**src/wthit_pkg.sv**
```systemverilog
// shared types and constants for the window table hit test block
package wthit_pkg;

  typedef enum logic [2:0] {
    ACT_CREATE    = 3'd0,
    ACT_DESTROY   = 3'd1,
    ACT_MAP       = 3'd2,
    ACT_UNMAP     = 3'd3,
    ACT_CONFIGURE = 3'd4,
    ACT_SET_Z     = 3'd5,
    ACT_LOOKUP    = 3'd6,
    ACT_HIT_TEST  = 3'd7
  } action_e;

  typedef enum logic [1:0] {
    ST_OK        = 2'd0,
    ST_NOT_FOUND = 2'd1,
    ST_ZERO_SIZE = 2'd2,
    ST_FULL      = 2'd3
  } status_e;

  typedef enum logic [1:0] {
    BK_IDLE,
    BK_SCAN,
    BK_APPLY,
    BK_REPORT
  } back_state_e;

  typedef struct packed {
    logic [2:0]         action;
    logic [31:0]        win_id;
    logic [31:0]        parent_id;
    logic signed [15:0] pos_x;
    logic signed [15:0] pos_y;
    logic [15:0]        width;
    logic [15:0]        height;
    logic [31:0]        ev_select;
    logic [31:0]        bg_colour;
    logic signed [31:0] z_value;
  } in_word_t;

  typedef struct packed {
    logic [1:0]         status;
    logic [31:0]        result_id;
    logic signed [15:0] out_x;
    logic signed [15:0] out_y;
    logic [15:0]        out_width;
    logic [15:0]        out_height;
    logic               out_mapped;
    logic signed [31:0] out_z;
  } out_word_t;

  // classified command passed from front to back
  typedef struct packed {
    in_word_t word;
    logic     reject;
  } cmd_t;

  // slot record kept in memory
  typedef struct packed {
    logic               used;
    logic [31:0]        id;
    logic [31:0]        parent;
    logic signed [15:0] x;
    logic signed [15:0] y;
    logic [15:0]        w;
    logic [15:0]        h;
    logic [31:0]        mask;
    logic [31:0]        bg;
    logic               mapped;
    logic               dirty;
    logic signed [31:0] z;
  } slot_t;

  localparam int unsigned SlotWidth = $bits(slot_t);

endpackage

```
**src/wthit_if.sv**
```systemverilog
// valid/ready channel interfaces for input and result words
interface wthit_in_if;
  import wthit_pkg::*;
  logic     valid;
  logic     ready;
  in_word_t data;
  modport source (output valid, output data, input ready);
  modport sink   (input valid, input data, output ready);
endinterface


```
**src/wthit_front.sv**
```systemverilog
// front end: accepts words, screens zero-size creates, feeds a two-entry queue
module wthit_front import wthit_pkg::*; (
  input  logic        clk_i,
  input  logic        rst_ni,
  wthit_in_if.sink    in_i,
  output logic        cmd_valid_o,
  output cmd_t        cmd_o,
  input  logic        cmd_pop_i
);
  cmd_t       fifo_q [2];
  logic       wr_ptr_q, rd_ptr_q;
  logic [1:0] count_q;
  logic       push;
  cmd_t       cmd_in;

  assign in_i.ready  = (count_q != 2'd2);
  assign push        = in_i.valid && in_i.ready;
  assign cmd_valid_o = (count_q != 2'd0);
  assign cmd_o       = fifo_q[rd_ptr_q];

  // classify: create with zero size is rejected up front
  always_comb begin
    cmd_in.word   = in_i.data;
    cmd_in.reject = (in_i.data.action == ACT_CREATE) &&
                    ((in_i.data.width == '0) || (in_i.data.height == '0));
  end

  always_ff @(posedge clk_i) begin
    if (push) begin
      fifo_q[wr_ptr_q] <= cmd_in;
    end
  end

  // queue pointers
  always_ff @(posedge clk_i or negedge rst_ni) begin
    if (!rst_ni) begin
      wr_ptr_q <= 1'b0;
      rd_ptr_q <= 1'b0;
      count_q  <= 2'd0;
    end else begin
      if (push) wr_ptr_q <= ~wr_ptr_q;
      if (cmd_pop_i) rd_ptr_q <= ~rd_ptr_q;
      count_q <= count_q + 2'(push) - 2'(cmd_pop_i);
    end
  end
endmodule

```
**src/flat_wrapper.sv**
```systemverilog
// flat-port wrapper written by rule: the top's interface ports become plain ports
module wthit_front_flat import wthit_pkg::*;
  (clk_i, rst_ni, cmd_valid_o, cmd_o, cmd_pop_i, in_i_valid, in_i_data, in_i_ready);
  wthit_in_if in_i_i ();
  input  logic clk_i;
  input  logic rst_ni;
  output logic cmd_valid_o;
  output cmd_t cmd_o;
  input  logic cmd_pop_i;
  input wire logic [$bits(in_i_i.valid)-1:0] in_i_valid;
  input wire logic [$bits(in_i_i.data)-1:0] in_i_data;
  output wire logic [$bits(in_i_i.ready)-1:0] in_i_ready;
  assign in_i_i.valid = in_i_valid;
  assign in_i_i.data = in_i_data;
  assign in_i_ready = in_i_i.ready;
  wthit_front u_core (.clk_i(clk_i), .rst_ni(rst_ni), .in_i(in_i_i), .cmd_valid_o(cmd_valid_o), .cmd_o(cmd_o), .cmd_pop_i(cmd_pop_i));
endmodule
```
**config.mk**
```make
export PLATFORM = sky130hd
export DESIGN_NAME = wthit_front_flat
export DESIGN_NICKNAME = d
export VERILOG_FILES = /design/src/wthit_pkg.sv /design/src/wthit_if.sv /design/src/wthit_front.sv /design/src/flat_wrapper.sv
export SDC_FILE = /design/constraint.sdc
export NUM_CORES = 1
export LEC_CHECK = 0
export BUFFER_PORTS_ARGS = -buffer_cell sky130_fd_sc_hd__buf_2
export CAP_MARGIN = 5
export CORE_AREA = 4 4 188 171
export CTS_CLUSTER_DIAMETER = 50
export DETAILED_ROUTE_END_ITERATION = 6
export DIE_AREA = 0 0 192 175
export PLACE_DENSITY = 0.83
export SLEW_MARGIN = 40
export SYNTH_ARGS = -nofsm -noshare
export SYNTH_HDL_FRONTEND = slang
export SYNTH_SLANG_ARGS = --single-unit
```
**constraint.sdc**
```tcl
create_clock -name clk_i -period 17.3 [get_ports clk_i]
set_clock_uncertainty 0.1 [all_clocks]
set_input_delay 2.595 -clock clk_i [delete_from_list [all_inputs] [get_ports clk_i]]
set_output_delay 2.595 -clock clk_i [all_outputs]
set_load 0.01 [all_outputs]
```
After elaboration in Yosys (flattened, before gate mapping):

Memory sizes are Yosys's and may differ from the RTL's.
Cells that the tools add are included.

* register bits: 4
* memory bits (writable): 456
* bits of input ports: 231
* output and inout bits: 230
* word-level logic and storage cells: 18
* memories: 1

* add/sub/neg operators: 2
* equal/unequal tests: 1
* muxes and demuxes: 2
* bitwise logic cells: 2
* reductions and logical operators: 7

Memory list
* u_core.fifo_q: words 2, width 228, read ports 1, clocked after Yosys merged registers in 0, wr ports 1, line wthit_front.sv:10 `cmd_t fifo_q [2];`

Operator list (count)
* $logic_not 16->1: 2
* $logic_not 3->1: 1
* $add 2x1->2: 1
* $logic_and 1x1->1: 2
* $mux 1: 2
* $ne 2x2->1 const B: 1
* $not 1->1: 2
* $reduce_bool 2->1: 1
* $sub 2x1->2: 1
* $logic_or 1x1->1: 1

Depth between registers and ports, before layout:

* depth in word-level cells: 4
* mapped depth: 6
* gate-level depth less buffers: 6

Least setup slack after synthesis:

Ideal clock, no wire load.

* path kind: input port to flip-flop
* start: input port in_i_valid
* end: memory u_core.fifo_q[0][0] (netlist bit), enable pin
* setup time: 0.820 ns
* arrival time: 12.134 ns
* required time: 16.380 ns
* setup slack: 4.246 ns
* stages on the path: 2
* buffers on the path: 0
* cells stage by stage: nand2_1 > nor2_1

* cells in the longest elaborated chain, start to end: 3

RTL lines
* start: declaration: line flat_wrapper.sv:10 `input wire logic [$bits(in_i_i.valid)-1:0] in_i_valid;`
* $logic_and 1x1->1: line wthit_front.sv:17 `assign push = in_i.valid && in_i.ready;`
* $mux 1: line wthit_front.sv:29 `if (push) begin`
* $mux 1 (implied by the code): line wthit_front.sv:30 `fifo_q[wr_ptr_q] <= cmd_in;`
* end: declaration: line wthit_front.sv:10

No other way between the ends.

==> impl_metrics.json <==
{
  "status": "finished clean",
  "max-cap-violations": 0,
  "finalCritPeriodShare_pct": 29.4,
  "max_freq_mhz": 197,
  "ys_top_cells_by_area": "edfxtp_1 82%, mux2_2 15%, buf_4 0.94%, dfrtp_1 0.60%, nor4_1 0.26%",
  "cts-root-buf": "clkbuf_16",
  "antenna_found_initial": 14,
  "critical_path_class": "flop to output pin",
  "dr.pass1.iters": 4,
  "syn2layout_area_growth_pct": 25.6,
  "seq_area_frac_synth_pct": 82.5,
  "leakagePower_uw": 0.00784,
  "setup.worst_path.end": "cmd_o[81]",
  "hold_path_class": "flop to flop",
  "worstSetupStartpoint": "u_core.rd_ptr_q$_DFFE_PN0P_",
  "gp_congestion": 0.813,
  "cts_tree": "done",
  "ys_ff_latch": 460,
  "clock_sinks": 460,
  "rsz0062_at_grt": "false",
  "place_inst": 1586,
  "multiInputGateArea_um2": 2750,
  "drcViolationCount": 0,
  "cts-resized-gates": 0,
  "synth_edf_count": 456,
  "cts_buffer_depth": 3,
  "worstPathMaxFanout": 76,
  "dp_hpwl_um": 25800,
  "htreeDepth": 2,
  "powerDensity_nw_per_um2": 171,
  "path_clk_slew_ns": 0.06,
  "fillers": 1834,
  "reg2reg_to": "u_core.fifo_q[1][42]$_DFFE_PP_",
  "layout_min_cycle_time_ns": 5.08,
  "final_cells": 1679,
  "slew_violations": 0,
  "worst_setup_path_start_kind": "flop",
  "worstPathArrival_ns": 2.38,
  "grt_max_degree": 96,
  "vias": 8774,
  "die_h_um": 175,
  "via_per_inst": 5.23,
  "rrSetupSlack_ns": 14.33,
  "yosysTopAreaCell": "edfxtp_1",
  "syn_avg_cell_area_um2": 22.7,
  "syn-cell-area_um2": 16700,
  "post_drt_wl_per_cell_um": 22.4,
  "core-area_um2": 30000,
  "cts_hold_buf": 0,
  "die_w_um": 192,
  "maxSlewHeadroom_pct": 46.5,
  "ant_nets": 0,
  "netlist_instances": 738,
  "dieArea_um2": 33600,
  "reg2reg_depth": 4,
  "hold_violations": 0,
  "synth_top_area_share_pct": 81.9,
  "portBuffers": 460,
  "cts_buffers": 46,
  "r2r-start": "u_core.count_q[1]$_DFF_PN0_",
  "routed_wl_um": 37600,
  "required_ns": 14.61,
  "drive_gt1_share_pct": 60.4,
  "utilization_pct": 70.1,
  "yosys_warnings": 0,
  "start_util_pct": 55.8,
  "fin_setup_tns_ns": 0,
  "tightestPinTransition_ns": 0.803,
  "syn_nets": 971,
  "synth.distinct_cells": 18,
  "grt-ovfl-total": 0,
  "clk_latency_ns": 0.53,
  "async_flop_share_pct": 0.870,
  "grt_pass1_wl_um": 54500,
  "postCtsSetupBuffers": 0,
  "layout_commonest_cell": "buf_2",
  "min_from": "u_core.wr_ptr_q$_DFFE_PN0P_",
  "grt_pass1_vias": 9366,
  "final-seq-area_um2": 13800,
  "setup_viol": 0,
  "nNetsFinal": 1464,
  "grt_usage_pct": 21.5,
  "ios": 461,
  "num_rows": 60,
  "hold_path_depth": 1,
  "final_cell_mix": "460 x buf_2, 456 x edfxtp_1, 228 x mux2_2",
  "synthFlopType": "edfxtp_1",
  "critPathCaptureType": "output pin",
  "drt_iter0_drc": 540,
  "ir_drop_v": 0.000135
}
## sequential cells by signal (all words and copies together), names as in the netlist
| signal | count |
|---|---|
| u_core.wr_ptr_q | 1 |
| u_core.count_q | 2 |
| u_core.rd_ptr_q | 1 |
| u_core.fifo_q | 456 |
## worst min path at each step
stage | to | slack (ns)
6_report | u_core.wr_ptr_q$_DFFE_PN0P_ | 0.45
2_1_floorplan | u_core.wr_ptr_q$_DFFE_PN0P_ | 0.36
4_1_cts | u_core.wr_ptr_q$_DFFE_PN0P_ | 0.46
3_5_place_dp | u_core.wr_ptr_q$_DFFE_PN0P_ | 0.45
3_3_place_gp | u_core.wr_ptr_q$_DFFE_PN0P_ | 0.44
5_1_grt | u_core.wr_ptr_q$_DFFE_PN0P_ | 0.49
## metrics by stage
step | setup slack [ns] | area (µm²) | hold slack, ns | power, µW
6_report | 12.22 | 21000 | 0.454 | 3580
5_1_grt | 12.12 | 21000 | 0.488 | 3740
4_1_cts | 12.18 | 21000 | 0.461 | 3620
3_5_place_dp | 12.15 | 19500 | 0.448 | 2670
3_3_place_gp | 11.86 | 19400 | 0.439 | 2620
2_1_floorplan | 4.25 | 16700 | 0.360 | 2330
## cell usage after synthesis (2+ instances only)
master      n
edfxtp_1  456
mux2_2    228
buf_4      21
nor4_1      7
buf_2       4
dfrtp_1     4
inv_1       3
xnor2_1     3
ha_1        2
nand4_1     2
## layout make-up
cell class | instances | share of cell area, %
repair buffers | 470 | 11.7
flip-flops and latches | 460 | 65.7
clock inverters | 24 | 0.894
diodes | 9 | 0.107
multi-input cells | 250 | 13.1
clock buffers | 60 | 6.04
well taps | 403 | 2.40
inverters | 3 | 0.0536
## per-layer routing
metal / vias to the layer above / wire (µm) / part of all wire (%) / global-route usage, %
met5: - / 67 / 0.18 / 0
met4: 10 / 1000 / 2.7 / 7.52
met3: 74 / 3310 / 8.8 / 7.07
met2: 390 / 20100 / 54 / 38.5
met1: 4334 / 13100 / 35 / 23.9
li1: 3966 / - / - / -
## power breakdown
group	internal (µW)	switching, µW
Sequential	1530	69.3
Clock	560	384
Combinational	460	585
## critical path, cell delays in order (launching register included)
cell and delay, ns:
dfrtp_4 0.62, buf_6 0.56, mux2_2 0.43, buf_2 0.15
## cell families after synthesis
kind of cell	count (synthesis)	synth area share, %
adder cells (fa/ha/maj)	2	0.150
multiplexers	228	15.4
buffers and inverters	28	1.13
AND/OR/NAND/NOR	15	0.569
AO/OA/AOI/OAI	1	0.0898
flip-flops	460	82.5
XOR/XNOR	4	0.210
Note: power is estimated with default switching activity, not from simulation.
